<file path="src/pcs_pkg.sv">
// shared constants and types for the sundaram prime counter
`default_nettype none

package pcs_pkg;

    // default largest bound handled by the sieve
    localparam int unsigned MAX_N_DEF = 65535;

    // fixed port field widths
    localparam int unsigned LIMIT_W = 16;
    localparam int unsigned COUNT_W = 16;

    // entries in the job queue between front and back
    localparam int unsigned QUEUE_DEPTH = 2;

    // first row of the mark pass: i = 1 gives start 2i(i+1) and stride 2i+1
    localparam int unsigned ROW1_START  = 4;
    localparam int unsigned ROW1_STRIDE = 3;

    typedef enum logic [2:0] {
        ST_IDLE,
        ST_CLEAR,
        ST_MARK,
        ST_COUNT,
        ST_FINISH
    } back_state_t;

endpackage

`default_nettype wire

</file>
<file path="src/pcs_front.sv">
// input side: saturates the bound and turns it into a sieve job
`default_nettype none

module pcs_front #(
    parameter int unsigned MAX_N = pcs_pkg::MAX_N_DEF,
    parameter int unsigned AW    = $clog2(MAX_N / 2 + 1)
) (
    input  wire logic                         in_valid,
    output logic                              in_stall,
    input  wire logic [pcs_pkg::LIMIT_W-1:0]  limit_n,
    input  wire logic                         q_full,
    output logic                              q_push,
    output logic [AW:0]                       q_data
);

    localparam int unsigned NW = $clog2(MAX_N + 1);
    localparam int unsigned EW = (NW > pcs_pkg::LIMIT_W) ? NW : pcs_pkg::LIMIT_W;
    localparam logic [EW-1:0] MAX_N_E = EW'(MAX_N);

    logic [EW-1:0] n_ext;
    logic [EW-1:0] n_sat;
    logic [EW-1:0] half;
    logic          has_two;

    always_comb
    begin
        n_ext   = EW'(limit_n);
        n_sat   = (n_ext > MAX_N_E) ? MAX_N_E : n_ext;
        // x = (n-1)/2, zero for n = 0
        half    = (n_sat == '0) ? '0 : ((n_sat - EW'(1)) >> 1);
        has_two = (n_sat >= EW'(2));
    end

    assign in_stall = q_full;
    assign q_push   = in_valid && !q_full;
    assign q_data   = {has_two, half[AW-1:0]};

endmodule

`default_nettype wire

</file>
<file path="config.mk">
export PLATFORM = sky130hd
export DESIGN_NAME = pcs_front
export DESIGN_NICKNAME = d
export VERILOG_FILES = /design/src/pcs_pkg.sv /design/src/pcs_front.sv
export SDC_FILE = /design/constraint.sdc
export NUM_CORES = 1
export LEC_CHECK = 0
export ABC_AREA = 1
export ABC_CLOCK_PERIOD_IN_PS = 2300
export BUFFER_PORTS_ARGS = -buffer_cell sky130_fd_sc_hd__buf_2
export CAP_MARGIN = 10
export CORE_MARGIN = 8
export CORE_UTILIZATION = 33
export DETAILED_ROUTE_END_ITERATION = 10
export GPL_TIMING_DRIVEN = 0
export SLEW_MARGIN = 20
export SYNTH_ARGS = -nofsm -noshare
export SYNTH_HDL_FRONTEND = slang
export SYNTH_SLANG_ARGS = --single-unit
</file>
<file path="constraint.sdc">
create_clock -name vclk -period 2.3
set_input_delay 0.46 -clock vclk [all_inputs]
set_output_delay 0.46 -clock vclk [all_outputs]
set_load 0.01 [all_outputs]
</file>
Word-level counts from Yosys, hierarchy flattened. Index checks and enable logic that the tools add are counted.

$add $sub $neg: 1. $lt $le $gt $ge: 2. Multiplexer cells: 2. Reductions and logical operators: 3.

Operators by type and width (count): $ge A16 B2 Y1 const B (1); $gt A16 B16 Y1 const B (1); $logic_not A16 Y1 (1); $mux W16 (1); $sub A16 B1 Y16 const B (1); $mux W15 (1); $logic_and A1 B1 Y1 (1); $logic_not A1 Y1 (1).

Bits in registers: 0. Bits of input ports: 18. Output and inout port bits: 18. Word-level logic and storage cells: 8.

Depth between registers and ports, before layout. Gate-level depths: netlist of the first run.

Depth in word-level cells: 4. Mapped depth: 8. Gate-level depth less buffers: 8.

Least setup slack after synthesis of the first run. No wires, ideal clock.

Path type: in2out. Start: input limit_n[0] (netlist name). End: output q_data[11]. Data arrival time: 1.306 ns. Required time: 1.840 ns. Path slack: 0.534 ns. Stages: 8. Path buffers: 0. Path through: inv_1 > ha_1 > nand2_2 > nor2_4 > nand2_1 > nand2_1 > nand2_1 > nor2_1.

Word-level cells in the longest chain between the ends: 4. Elaborated cells between the ends (all ways): 5. Those cells by class: 1 x add/sub; 1 x order compare; 2 x mux; 1 x reduce/logical.

RTL lines: start: declaration (line pcs_front.sv:10) `input wire logic [pcs_pkg::LIMIT_W-1:0] limit_n,`; $gt A16 B16 Y1 (line pcs_front.sv:28) `n_sat = (n_ext > MAX_N_E) ? MAX_N_E : n_ext;`; $mux W16 * (line pcs_front.sv:28); $sub A16 B1 Y16 or $logic_not A16 Y1 (tied branches) (line pcs_front.sv:30) `half = (n_sat == '0) ? '0 : ((n_sat - EW'(1)) >> 1);`; $mux W15 * (line pcs_front.sv:30); end: declaration (line pcs_front.sv:13) `output logic [AW:0] q_data`.

Mark *: on every way between the ends. The rest lies on a longest branch, timed or not.

Worst setup path after layout of the first run. Same ends and word-level chain as after synthesis.

==> results.md, run 1 <==
- Netlist Area Pre-Place: 589 um^2
- Final setup margin: between 0.2 and 0.3 ns
- Worst-margin pin slew: between 0.2 and 0.3 ns
- Diode count: 0
- Placer Congestion: 0.813
- Seq/Total Area, Yosys: 0%
- Seq Cell Count: 0
- Slowest CP cell: ha_1
- IO Pins: 36
- Peak VDD IR: 0.0643 mV
- RSZ-0062 raised after global routing: false
- Post-DP HPWL: about 1500 um
- CP Capture Type: output port
- Max stage delay on crit path: about 0.21 ns
- Crit Path Max Fanout: 4
- DRT antenna net count: 0
- Cell chain of the critical path: buf_2, inv_1, ha_1, nand2_2, nor2_4, nand2_1, nand2_1, nand2_1, nor2_1, buf_2
- Post_cts resized: 0
- Leakage: roughly 0.00044 uW
- Worst setup SP type: input port
- Post-CTS setup buffers: 0
- Core Region: ~0.0017 mm^2
- Final Max Slew Viols: 0
- Post-route DRC: 0
- Final worst path period need: 2.01 ns
- Relative slew slack: between 80% and 90%
- Starting density of the core: 34.5%
- Share of layout cells above drive strength 1: between 40% and 50%
- Vias in the first global route: just over 700
- Synthesized netlist cell count: 104
- Site Rows: 15
- Required @ worst endpoint: approximately 1.8 ns
- Fmax: ~500 MHz
- Worst path top cell family by delay: simple AND/OR/NAND/NOR gates
- WL final: 1620 um
- WL/cell: 9.82 um
- Chip height: 58.3 um
- Avg Vias per Cell: around 4.2
- Cell variety after synth: 18
- Yosys top cell area share: between 10% and 20%
- Die Wd: between 50 and 60 um
- Die area: approximately 0.0034 mm^2
- Endpoints failing setup: 0
- Syn Area/Cell: between 5 and 6 um^2
- # Max-Cap Violations: 0
- Leading post-synthesis cells by cell area: nor2_2 15%, nor2_1 13%, nand2_1 13%
- First-pass DRT Iterations: 3
- Hold depth: 3
- Seq. cell area: 0 um^2
- Final Hold Vio Count: 0
- Number of antenna violations at the first check in global routing: 0
- Min-delay src: q_full
- Min-Delay Endpoint: q_push
- Synth area leader: nor2_2
- Outcome: completed
- Global-route wire length before repair: 2910 um
- Nets@finish: roughly 160
- GRT Total Usage: under 10%
- Iteration-0 DRC Markers: 7
- Clkbuf count: 0
- CTS Hold Bufs: 0
- Grt ovf: 0
- Fin crit share: 87.4%
- Top cells by count, synth: 21 x nor2_1, 20 x nand2_1, 14 x nor2_2
- Pwr dens: ~140 mW/mm^2
- IO buf count: 36
- DP Worst Slack: around 0.26 ns
- Most frequent CP cell: nand2_1
- Via Count: approximately 700
- CP Buf/Inv Count: 3
- Crit path DAT: 1.55 ns
- Syn_nets: 125
- Largest net degree at the start of global routing: 10
- Area Overhead vs Synth: 35.9%
- Ys Warns: 0
- Setup CP Type: in2out
- Hold Path Class: in2out
- Post-route setup TNS: 0 ns
- Count leader, synth: nor2_1
## per-layer routing
layer  global-route usage [%]  wire length (um)
met2                     19.5               811
met4                        0                 0
met1                     11.4               723
met5                        0                 0
met3                     1.10                86
## metrics by stage
stage	instances	power, uW	area [um^2]	hold WS, ns	utilization [%]
final	165	110	801	1.17	46.9
after global routing	165	123	801	1.19	46.9
after CTS	165	112	801	1.17	46.9
after detailed placement	165	112	801	1.17	46.9
after global placement	165	110	801	1.16	46.9
after floorplan	104	61.9	589	0.968	-
## kinds of logic (layout without fill, tap and decap cells)
logic type | count (synthesis) | in the layout | synth area share, %
AO/OA/AOI/OAI | 6 | 6 | 5.73
XOR/XNOR | 6 | 6 | 8.92
adder cells (fa/ha/maj) | 3 | 3 | 6.37
buffers and inverters | 14 | 50 | 10.2
AND/OR/NAND/NOR | 75 | 75 | 68.8
## layout make-up
class,instances,area (um^2)
buffer,2,15.0
tap,25,31.3
timing repair buffer,36,180
fill,189,907
inverter,12,45.0
multi-input combinational,90,529
## power by group
group          internal [uW]  leakage (uW)  switching (uW)
combinational           47.0      0.000440            63.2
clock                      0             0               0
sequential                 0             0               0
total                   47.0      0.000440            63.2
## how the worst max path moves through the flow
stage	start	to	slack, ns	depth (start not counted)
after floorplan	limit_n[0]	q_data[11]	0.53	8
after detailed placement	limit_n[0]	q_data[11]	0.26	10
final	limit_n[0]	q_data[11]	0.29	10
after CTS	limit_n[0]	q_data[11]	0.26	10
after global routing	limit_n[0]	q_data[11]	0.12	10
after global placement	limit_n[0]	q_data[11]	0.31	10
## layout by cell type, fill, tap and decap left out, types with 4 or more instances in the layout
cell type,count
buf_2,36
nor2_1,21
nand2_1,20
nor2_2,14
inv_1,10
nand3_1,7
nor2_4,5
a21oi_1,5
nand2_2,4
xnor2_1,4
Power figures use the tool's default switching activity.
==> inputs of run 2 (changes only) <==
--- a/config.mk
+++ b/config.mk
@@ -13,6 +13,7 @@
 export CORE_UTILIZATION = 33
 export DETAILED_ROUTE_END_ITERATION = 10
 export GPL_TIMING_DRIVEN = 0
+export MAX_ROUTING_LAYER = met4
 export SLEW_MARGIN = 20
 export SYNTH_ARGS = -nofsm -noshare
 export SYNTH_HDL_FRONTEND = slang
==> results.md, run 2 (same netlist as run 1, synthesis figures left out) <==
- IO buf count: 36
- Seq. cell area: 0 um^2
- Post-route setup TNS: 0 ns
- Post-route DRC: 0
- CTS Hold Bufs: 0
- DRT antenna net count: 0
- Site Rows: 15
- WL final: ~1600 um
- Endpoints failing setup: 0
- Pwr dens: between 100 and 150 mW/mm^2
- Seq Cell Count: 0
- Core Region: between 0.0015 and 0.002 mm^2
- Crit path DAT: roughly 1.6 ns
- Number of antenna violations at the first check in global routing: 0
- Avg Vias per Cell: 4.24
- Post-layout util: between 40 and 50%
- Slowest CP cell: ha_1
- Share of layout cells above drive strength 1: around half
- First-pass DRT Iterations: 3
- Worst setup SP type: input port
- Commonest non-fill, non-tap cells in the layout: 36 x buf_2, 21 x nor2_1, 20 x nand2_1, 14 x nor2_2, 10 x inv_1
- Post-DP HPWL: approximately 1500 um
- Peak VDD IR: 0.0643 mV
- Die Wd: ~60 um
- Cell chain of the critical path: buf_2, inv_1, ha_1, nand2_2, nor2_4, nand2_1, nand2_1, nand2_1, nor2_1, buf_2
- Most frequent CP cell: nand2_1
- Placer Congestion: just over 0.8
- Vias in the first global route: between 700 and 800
- Outcome: completed
- Nets@finish: ~160
- Crit. Startpoint: limit_n[0]
- CP Capture Type: output port
- Relative slew slack: between 80 and 90%
- Via Count: between 600 and 700
- Diode count: 0
- Area Overhead vs Synth: 35.9%
- # Max-Cap Violations: 0
- Iteration-0 DRC Markers: 7
- Crit Path Max Fanout: 4
- GRT Total Usage: 10.1%
- Chip height: slightly below 60 um
- Worst-margin pin slew: ~0.25 ns
- Largest net degree at the start of global routing: 10
- Min-delay src: q_full
- Commonest non-fill, non-tap cell in the layout: buf_2
- Post_cts resized: 0
- Final worst path period need: 2.01 ns
- Post-CTS setup buffers: 0
- RSZ-0062 raised after global routing: false
- WL/cell: between 9 and 10 um
- Starting density of the core: about a third
- Grt ovf: 0
- Setup CP Type: in2out
- IO Pins: 36
- Max stage delay on crit path: around 0.21 ns
- CP Buf/Inv Count: 3
- Clkbuf count: 0
- Leakage: about 0.00044 uW
- Fmax: 497 MHz
- Global-route wire length before repair: a little under 3000 um
- Fin crit share: between 80% and 90%
- Required @ worst endpoint: 1.84 ns
- Final Hold Vio Count: 0
- Die area: between 0.003 and 0.004 mm^2
- Final Max Slew Viols: 0
- Worst path top cell family by delay: simple AND/OR/NAND/NOR gates
- Hold Path Class: in2out
run 2: cell counts in the layout (fill, tap and decap cells not counted):
No cell type changed its count.
run 2: routing by layer:
metal  vias to the layer above  global-route usage [%]  wire length (um)
met5                         -                       -                 0
met4                         0                       0                 0
met3                         0                   0.883                79
met2                        19                    19.5               811
met1                       292                    11.5               730
li1                        388                       -                 -
run 2: cell type report:
type                       instances  area (um^2)
tap                               25         31.3
buffer                             2         15.0
timing repair buffer              36          180
multi-input combinational         90          529
inverter                          12         45.0
fill                             189          907
run 2: final timing paths:
kind,endpoint,cells past startpoint
setup / recovery,q_data[11],10
hold / removal,q_push,3
run 2: power by group:
part | total [uW] | switching, uW | internal, uW
clock | 0 | 0 | 0
sequential | 0 | 0 | 0
combinational | 110 | 63.2 | 47.0
run 2: metrics by stage:
stage | std cells | setup slack (ns) | hold WS, ns | instance area [um^2] | total power, uW
floorplan | 104 | 0.534 | 0.968 | 589 | 61.9
global placement | 165 | 0.312 | 1.16 | 801 | 110
detailed placement | 165 | 0.257 | 1.17 | 801 | 112
CTS | 165 | 0.256 | 1.17 | 801 | 112
global route | 165 | 0.124 | 1.19 | 801 | 123
finish | 165 | 0.289 | 1.17 | 801 | 110
