$ cat config.mk
export PLATFORM = sky130hd
export DESIGN_NAME = pcs_queue
export DESIGN_NICKNAME = d
export VERILOG_FILES = /design/src/pcs_pkg.sv /design/src/pcs_queue.sv
export SDC_FILE = /design/constraint.sdc
export NUM_CORES = 1
export LEC_CHECK = 0
export ABC_AREA = 1
export BUFFER_PORTS_ARGS = -buffer_cell sky130_fd_sc_hd__buf_2
export CAP_MARGIN = 5
export CELL_PAD_IN_SITES_DETAIL_PLACEMENT = 1
export CELL_PAD_IN_SITES_GLOBAL_PLACEMENT = 1
export CORE_MARGIN = 2
export CORE_UTILIZATION = 25
export DETAILED_ROUTE_END_ITERATION = 6
export PLACE_DENSITY_LB_ADDON = 0.15
export SYNTH_ARGS = -nofsm -noshare
export SYNTH_HDL_FRONTEND = slang
export SYNTH_SLANG_ARGS = --single-unit
$ cat constraint.sdc
create_clock -name clk -period 3.9 [get_ports clk]
set_clock_uncertainty 0.05 [all_clocks]
set_input_delay 0.195 -clock clk [delete_from_list [all_inputs] [get_ports clk]]
set_output_delay 0.195 -clock clk [all_outputs]
set_load 0.02 [all_outputs]
$ cat src/pcs_pkg.sv
// shared constants and types for the sundaram prime counter
`default_nettype none

package pcs_pkg;

    // default largest bound handled by the sieve
    localparam int unsigned MAX_N_DEF = 65535;

    // fixed port field widths
    localparam int unsigned LIMIT_W = 16;
    localparam int unsigned COUNT_W = 16;

    // entries in the job queue between front and back
    localparam int unsigned QUEUE_DEPTH = 2;

    // first row of the mark pass: i = 1 gives start 2i(i+1) and stride 2i+1
    localparam int unsigned ROW1_START  = 4;
    localparam int unsigned ROW1_STRIDE = 3;

    typedef enum logic [2:0] {
        ST_IDLE,
        ST_CLEAR,
        ST_MARK,
        ST_COUNT,
        ST_FINISH
    } back_state_t;

endpackage

`default_nettype wire

$ cat src/pcs_queue.sv
// small fifo of pending sieve jobs
`default_nettype none

module pcs_queue #(
    parameter int unsigned DW = 16
) (
    input  wire logic          clk,
    input  wire logic          rst_n,
    input  wire logic          push,
    input  wire logic [DW-1:0] push_data,
    output logic               full,
    input  wire logic          pop,
    output logic               empty,
    output logic [DW-1:0]      pop_data
);

    localparam int unsigned DEPTH = pcs_pkg::QUEUE_DEPTH;
    localparam int unsigned PW    = (DEPTH > 1) ? $clog2(DEPTH) : 1;
    localparam int unsigned CW    = $clog2(DEPTH + 1);

    logic [DW-1:0] slot_reg [DEPTH];
    logic [PW-1:0] wr_ptr_reg, wr_ptr_next;
    logic [PW-1:0] rd_ptr_reg, rd_ptr_next;
    logic [CW-1:0] fill_reg, fill_next;
    logic          do_push;
    logic          do_pop;

    assign full     = (fill_reg == CW'(DEPTH));
    assign empty    = (fill_reg == '0);
    assign do_push  = push && !full;
    assign do_pop   = pop && !empty;
    assign pop_data = slot_reg[rd_ptr_reg];

    always_comb
    begin
        wr_ptr_next = wr_ptr_reg;
        rd_ptr_next = rd_ptr_reg;
        fill_next   = fill_reg;
        if (do_push)
        begin
            wr_ptr_next = (wr_ptr_reg == PW'(DEPTH - 1)) ? '0 : wr_ptr_reg + PW'(1);
        end
        if (do_pop)
        begin
            rd_ptr_next = (rd_ptr_reg == PW'(DEPTH - 1)) ? '0 : rd_ptr_reg + PW'(1);
        end
        if (do_push && !do_pop)
        begin
            fill_next = fill_reg + CW'(1);
        end
        else if (do_pop && !do_push)
        begin
            fill_next = fill_reg - CW'(1);
        end
    end

    always_ff @(posedge clk or negedge rst_n)
    begin
        if (!rst_n)
        begin
            wr_ptr_reg <= '0;
            rd_ptr_reg <= '0;
            fill_reg   <= '0;
        end
        else
        begin
            wr_ptr_reg <= wr_ptr_next;
            rd_ptr_reg <= rd_ptr_next;
            fill_reg   <= fill_next;
        end
    end

    always_ff @(posedge clk)
    begin
        if (do_push)
        begin
            slot_reg[wr_ptr_reg] <= push_data;
        end
    end

endmodule

`default_nettype wire

After elaboration in Yosys (flattened, before gate mapping)
Memories as Yosys holds them, arrays and structs flattened.
Index checks and enable logic that the tools add are counted.
{"block": "totals", "regBits": 4, "ramBits": 32, "input_bits": 20, "output_inout_bits": 18, "word_cells": 25, "n_memories": 1}
{"block": "op_classes", "addsub": 4, "eq_ne": 1, "muxes": 6, "n_reduce_logical": 10}
{"name": "slot_reg", "depth": 2, "width": 16, "read_ports": 1, "rd_ports_with_merged_regs": 0, "write_ports": 1, "line": "pcs_queue.sv:21", "source": "logic [DW-1:0] slot_reg [DEPTH];"}
{"operator": "$logic_and A1 B1 Y1", "n": 4}
{"operator": "$logic_not A1 Y1", "n": 4}
{"operator": "$mux W1", "n": 4}
{"operator": "$mux W2", "n": 2}
{"operator": "$add A1 B1 Y1 const B", "n": 2}
{"operator": "$add A2 B1 Y2 const B", "n": 1}
{"operator": "$eq A2 B2 Y1 const B", "n": 1}
{"operator": "$logic_not A2 Y1", "n": 1}
{"operator": "$reduce_bool A2 Y1", "n": 1}
{"operator": "$sub A2 B1 Y2 const B", "n": 1}

Logic depth before layout (Yosys ltp)
Gate-level depths: netlist of the first run.
{"block": "logic_depth", "depth_word": 7, "mapped_depth": 9, "ltp_nobuf": 9}

Worst setup path after synthesis of the first run
No wires, ideal clock.
{"block": "synth_timing", "kind": "register to register", "start": "reg fill_reg[0]", "end": "mem slot_reg[1][0], enable pin", "setup_time_ps": 389, "t_arrival_ps": 1246, "t_required_ps": 3461, "slack_ps": 2215, "stages_incl_launch_ff": 3, "path_buffers": 0, "synth_period_minus_slack_ps": 1685, "path_cell_list": "dfrtp_1 o21ai_1 nor2_1"}
{"block": "synth_via", "elab_chain_cells": 5}
{"item": "start: declaration", "line": "pcs_queue.sv:24", "source": "logic [CW-1:0] fill_reg, fill_next;"}
{"item": "start signal: assignment", "line": "pcs_queue.sv:69", "source": "fill_reg <= fill_next;"}
{"item": "$eq A2 B2 Y1", "line": "pcs_queue.sv:28", "source": "assign full = (fill_reg == CW'(DEPTH));"}
{"item": "$logic_not A1 Y1", "line": "pcs_queue.sv:30", "source": "assign do_push = push && !full;"}
{"item": "$logic_and A1 B1 Y1", "line": "pcs_queue.sv:30"}
{"item": "$mux W1", "line": "pcs_queue.sv:75", "source": "if (do_push)"}
{"item": "$mux W1 (implied by the code)", "line": "pcs_queue.sv:77", "source": "slot_reg[wr_ptr_reg] <= push_data;"}
{"item": "end: declaration", "line": "pcs_queue.sv:21"}
No other way between the ends.

Worst setup path in the final report of the first run
{"block": "layout_timing", "start": "reg rd_ptr_reg", "end": "out pop_data[14]"}
{"block": "layout_via", "elab_chain_cells": 1}
{"item": "start: declaration", "line": "pcs_queue.sv:23", "source": "logic [PW-1:0] rd_ptr_reg, rd_ptr_next;"}
{"item": "start signal: assignment", "line": "pcs_queue.sv:68", "source": "rd_ptr_reg <= rd_ptr_next;"}
{"item": "$mem_v2 Z2 W16"}
{"item": "end: declaration", "line": "pcs_queue.sv:14", "source": "output logic [DW-1:0] pop_data"}
No other way between the ends.

==> metrics.md, run 1 <==
| Metric | Value |
|---|---|
| Max_slew headroom | `0.435` |
| Crit path max fanout | `18` |
| Largest net degree at the start of global routing | `19` |
| Fin crit share | `0.475` |
| Minimum clock period | `1.85 ns` |
| CTS clk-pin slew, worst paths | `0.07 ns` |
| Power Density | `763 nW/um^2` |
| Critical-path cell list | `inv_4 > nand2_1 > nand2_1 > buf_2` |
| Count leader, synth | `nand2_1` |
| RSZ-0062 raised after global routing | `false` |
| Tightest Pin Transition | `0.847 ns` |
| Antenna violations before repair | `0` |
| Hold depth | `1` |
| Finish-stage setup viols | `0` |
| Global route overflow | `0` |
| Hold Path Class | `in -> reg` |
| Mux cell area share after synthesis | `0` |
| Multi-input logic area | `292 um^2` |
| Sequential share of the synthesized area | `0.756` |
| Worst-Skew Late Latency | `0.28 ns` |
| Max Cap Viol | `0` |
| Crit-path most repeated cell | `nand2_1` |
| Min-delay src | `push_data[1]` |
| WP data required | `3.65 ns` |
| Setup_tns | `0 ns` |
| Mapped Cells | `115` |
| FILL cells | `647` |
| FF-to-FF Start | `fill_reg[0]` |
| Worst-path cell with the longest stage delay | `dfrtp_1` |
| Via/cell ratio | `4.13` |
| VDD IR max | `0.350 mV` |
| Ant. Diodes | `0` |
| Starting DRT DRC Count | `25` |
| Top Ports | `38` |
| Detailed Place HPWL | `2170 um` |
| Longest Clk Path Bufs | `2` |
| Synth cell types | `17` |
| Largest family of logic cells by synthesized area | `simple AND/OR/NAND/NOR gates` |
| Int Pwr | `802 uW` |
| Fmax | `0.540 GHz` |
| Layout Nets | `178` |
| Clock Sinks | `36` |
| Hold Vio Cnt, Final | `0` |
| Top cells by count, synth | `nand2_1, edfxtp_1, inv_1` |
| Synthesized cell area | `1400 um^2` |
| CTS Root Cell | `clkbuf_8` |
| Via count | `951` |
| Post-Syn Nets | `136` |
| Sw Share | `0.401` |
| Post-synth EDFFs | `32` |
| Sequential Power Share | `0.448` |
| Core Util, Final | `0.320` |
| Vias in the first global route | `1040` |
| Synth Area in Simple Gates | `0.184` |
| Kind of critical path | `reg -> out` |
| Reg2Reg Capture Point | `slot_reg[1][0]` |
| Post-synth ARST share | `0.111` |
| Worst Setup SP | `rd_ptr_reg` |
| Yosys top cell area share | `0.685` |
| Status | `finished clean` |
| Synth Area in XOR/XNOR | `0.00624` |
| Initial Util | `0.256` |
| FP Rows | `27` |
| H-tree Lvls | `2` |
| Path depth of the worst reg2reg path | `2` |
| Worst hold endpoint | `slot_reg[0][1]` |
| Power Total | `1.34 mW` |
| Ranking of synthesized cells by area | `edfxtp_1, nand2_1, dfrtp_1` |
| Post-DRT Antenna Nets | `0` |
| Avg Inst Size Synth | `12.2 um^2` |
| CP peak stage delay | `0.77 ns` |
| Share of cells above drive strength 1 | `0.310` |
| Yosys warning count | `0` |
| Port buffer count | `37` |
| GRT Total Usage | `0.108` |
| Register bit total from synthesis | `36` |
| Die height | `78.9 um` |
| Final slew viol count | `0` |
| Worst setup SP type | `register` |
| Area Growth Syn to Fin | `25.0%` |
| Wire length per cell | `13.2 um` |
| Die width | `78.9 um` |
| CP endpoint kind | `output pin` |
| R2R Setup Slk | `2.20 ns` |
| Clock share of power | `0.184` |
| Cell leakage power | `0.778 nW` |
| Adder-cell area share of the yosys netlist | `0.00892` |
| Die area | `6230 um^2` |
| Register area | `1060 um^2` |
| Sw Pwr | `536 uW` |
| CORE AREA | `5470 um^2` |
| Max reg flops | `32` |
| Placer Congestion | `0.714` |
| DRT Wirelength | `3040 um` |
| Ys flop type | `edfxtp_1` |
| Biggest area consumer among synthesized cells | `edfxtp_1` |
| WHS | `0.0490 ns` |
| CTS tree | `built` |
| Complex-gate fraction of the synthesized area | `0.00714` |
| First-pass GRT wire length | `5000 um` |
| Logic pwr share | `0.368` |
| Critical Path AT | `1.61 ns` |
| DRT Pass-1 Iters | `4` |
| DRC violations left | `0` |
| Total CTS buffers | `5` |
-- power by group through the flow --
stage	combinational (mW)	clock, mW	sequential (mW)
after floorplan	0.368	0	0.568
after global placement	0.486	0	0.604
after detailed placement	0.505	0	0.609
after CTS	0.508	0.257	0.601
after global routing	0.557	0.275	0.615
final	0.493	0.246	0.599
-- metal layers --
| layer | GRT usage | share of wire |
|---|---|---|
| met1 | 0.129 | 0.43 |
| met5 | 0 | 0 |
| met3 | 0.0432 | 0.068 |
| met2 | 0.184 | 0.49 |
| met4 | 0.0259 | 0.012 |
-- cells by family after synthesis --
group	Yosys count
simple gates	64
xor+xnor	1
fa+ha+maj	1
buf+inv	11
compound gates	2
flops	36
-- worst max-delay path, delay by kind of cell, from the launching register on --
family | cells | cell delay (ns)
flip-flops | 1 | 0.77
AND/OR/NAND/NOR | 2 | 0.17
buffers and inverters | 2 | 0.38
-- repair_timing --
item,CTS,global route
gates resized for setup,0,0
hold endpoints to repair,4,0
hold buffers,1,0
buffers inserted,0,0
-- cell type report --
type                       count  area share
sequential                    36       0.605
multi-input combinational     68       0.166
timing repair buffer          38       0.111
tap                           72      0.0514
clock buffer                   5      0.0393
inverter                       8      0.0186
clock inverter                 3     0.00785
-- how the worst max path moves through the flow --
stage / endpoint / cells past startpoint
2_1_floorplan: slot_reg[1][0] / 2
3_3_place_gp: slot_reg[1][12] / 2
3_5_place_dp: slot_reg[1][12] / 2
4_1_cts: pop_data[14] / 4
5_1_grt: pop_data[13] / 4
6_report: pop_data[14] / 4
-- layout by cell type (no fill, tap or decap), types with 2 or more instances in the layout --
cell type,n
buf_2,37
edfxtp_1,32
nor2_2,2
inv_1,6
nand2_1,57
clkinv_2,2
dfrtp_1,4
o21ai_1,2
clkbuf_8,5
-- metrics by stage --
stage / setup slack (ns) / area [um^2] / instances
final: 2.05 / 1750 / 230
after global routing: 1.87 / 1750 / 230
after CTS: 2.00 / 1750 / 230
after detailed placement: 2.15 / 1660 / 221
after global placement: 2.25 / 1660 / 221
after floorplan: 2.22 / 1400 / 115
(Power assumes the default switching activity.)
==> run 2: changes to the inputs <==
Clock period 3.9 ns to 1.9 ns, I/O delays scaled along.
==> metrics.md, run 2 (synthesized netlist as in run 1, its figures left out) <==
| Metric | Value |
|---|---|
| Max Cap Viol | `0 (unchanged)` |
| Power Density | `1440 nW/um^2 (was 763 nW/um^2)` |
| Clock Sinks | `36 (unchanged)` |
| Fin crit share | `0.818` |
| Vias in the first global route | `1106 (was 1040)` |
| Ant. Diodes | `0 (unchanged)` |
| RSZ-0062 raised after global routing | `false (unchanged)` |
| Post-route cell area | `1960 um^2 (was 1750 um^2)` |
| Via/cell ratio | `3.97 (was 4.13)` |
| CORE AREA | `5470 um^2 (unchanged)` |
| Kind of critical path | `reg -> out (unchanged)` |
| Die height | `78.9 um (unchanged)` |
| Die width | `78.9 um (unchanged)` |
| Worst setup SP type | `register (unchanged)` |
| Power Total | `2.81 mW (was 1.34 mW)` |
| CTS clk-pin slew, worst paths | `0.07 ns (about the same)` |
| Placed cells | `226 (was 221)` |
| Status | `finished clean (unchanged)` |
| Largest net degree at the start of global routing | `18 (was 19)` |
| VDD IR max | `0.517 mV (was 0.350 mV)` |
| DRT Wirelength | `2990 um (was 3040 um)` |
| Global route overflow | `0 (unchanged)` |
| Hold Vio Cnt, Final | `0 (unchanged)` |
| Pre-CTS WS | `0.455 ns (was 2.15 ns)` |
| Max_slew headroom | `0.746 (was 0.435)` |
| Crit path max fanout | `10 (was 18)` |
| Detailed Place HPWL | `2170 um (about the same)` |
| CP endpoint kind | `output pin (unchanged)` |
| First-pass GRT wire length | `5040 um (was 5000 um)` |
| Top Ports | `38 (unchanged)` |
| Initial Util | `0.256 (unchanged)` |
| Crit-path most repeated cell | `nand2_1 (unchanged)` |
| Total CTS buffers | `5 (unchanged)` |
| Core Util, Final | `0.357 (was 0.320)` |
| Worst-path cell with the longest stage delay | `dfrtp_1 (unchanged)` |
| Cell leakage power | `0.871 nW (was 0.778 nW)` |
| Longest Clk Path Bufs | `2 (unchanged)` |
| Critical Path AT | `1.41 ns (was 1.61 ns)` |
| Layout Nets | `200 (was 178)` |
| Fmax | `0.643 GHz` |
| Port buffer count | `37 (unchanged)` |
| CTS Root Cell | `clkbuf_8 (unchanged)` |
| Placed cell area | `1700 um^2 (was 1660 um^2)` |
| DRT Pass-1 Iters | `3 (was 4)` |
| Post-Layout Cell Count | `251 (was 230)` |
| Via count | `996 (was 951)` |
| WHS | `0.0919 ns (was 0.0490 ns)` |
| FP Rows | `27 (unchanged)` |
| GRT Total Usage | `0.109 (was 0.108)` |
| Die area | `6230 um^2 (unchanged)` |
| DRC violations left | `0 (unchanged)` |
| Commonest non-fill, non-tap cell in the layout | `nand2_1 (unchanged)` |
| Setup_tns | `0 ns (unchanged)` |
| CP peak stage delay | `0.57 ns (was 0.77 ns)` |
| Antenna violations before repair | `0 (unchanged)` |
| Area Growth Syn to Fin | `39.4% (was 25.0%)` |
| Worst Setup Slack, final | `0.345 ns (was 2.05 ns)` |
| Finish-stage setup viols | `0 (unchanged)` |
| H-tree Lvls | `2 (unchanged)` |
| Wire length per cell | `11.9 um (was 13.2 um)` |
| CTS tree | `built (unchanged)` |
| Minimum clock period | `1.56 ns` |
| Max reg flops | `32 (unchanged)` |
| Final slew viol count | `0 (unchanged)` |
| Starting DRT DRC Count | `30 (was 25)` |
| Hold Path Class | `in -> reg (unchanged)` |
| Tightest Pin Transition | `0.381 ns (was 0.847 ns)` |
| Critical-path cell list | `buf_4 > nand2_1 > nand2_1 > buf_2 (was inv_4 > nand2_1 > nand2_1 > buf_2)` |
| Placer Congestion | `0.735 (was 0.714)` |
| Most frequent cells in the layout | `nand2_1, buf_2, edfxtp_1 (unchanged)` |
| Worst-Skew Late Latency | `0.28 ns (about the same)` |
| Share of cells above drive strength 1 | `0.296 (was 0.310)` |
| Post-DRT Antenna Nets | `0 (unchanged)` |
| WP data required | `1.75 ns (was 3.65 ns)` |
==> run 2: cell types whose count changed in the layout (fill, tap and decap cells not counted) <==
cell,previous run,this run
buf_4,0,5
clkinv_2,2,1
dlygate4sd3_1,1,18
clkinv_1,1,0
clkbuf_1,0,1
==> run 2: metal layers <==
| metal | up-vias | track usage | wire (um) |
|---|---|---|---|
| met4 | 0 | 0.0362 | 30 |
| met3 | 4 | 0.0386 | 168 |
| met1 | 461 | 0.122 | 1340 |
| li1 | 501 | - | - |
| met2 | 30 | 0.191 | 1450 |
| met5 | - | 0 | 0 |
==> run 2: path summary, 6_finish.rpt <==
| kind | start | endpoint | slack (ns) | cells after the start |
|---|---|---|---|---|
| max reg2reg | fill_reg[0] | fill_reg[1] | 0.46 | 7 |
| min in group asynchronous | rst_n | fill_reg[1] | 0.10 | 2 |
| max in group asynchronous | rst_n | wr_ptr_reg | 1.57 | 2 |
| min | push | wr_ptr_reg | 0.09 | 4 |
| max | rd_ptr_reg | pop_data[14] | 0.34 | 4 |
| min reg2reg | wr_ptr_reg | wr_ptr_reg | 0.44 | 2 |
==> run 2: cell type report <==
class	instances	area [um^2]
Clock buffer	6	72.6
Clock inverter	1	5.00
Fill cell	619	3520
Inverter	8	32.5
Multi-Input combinational cell	68	292
Sequential cell	36	1060
Tap cell	72	90.1
Timing Repair Buffer	60	403
==> run 2: power by group <==
group | switching (mW) | total, mW | internal, mW
Sequential | 0.108 | 1.20 | 1.09
Combinational | 0.741 | 1.12 | 0.377
Clock | 0.249 | 0.498 | 0.249
==> run 2: worst max-delay path: cells and delay by family, from the launching register on <==
kind | cells | cell delay [ns]
flops | 1 | 0.57
buf+inv | 2 | 0.42
simple gates | 2 | 0.13
==> run 2: what timing repair did <==
item	4_1_cts	5_1_grt
hold buffers	18	0
buffers inserted	0	0
gates resized for setup	0	0
endpoints found under the hold margin	37	0
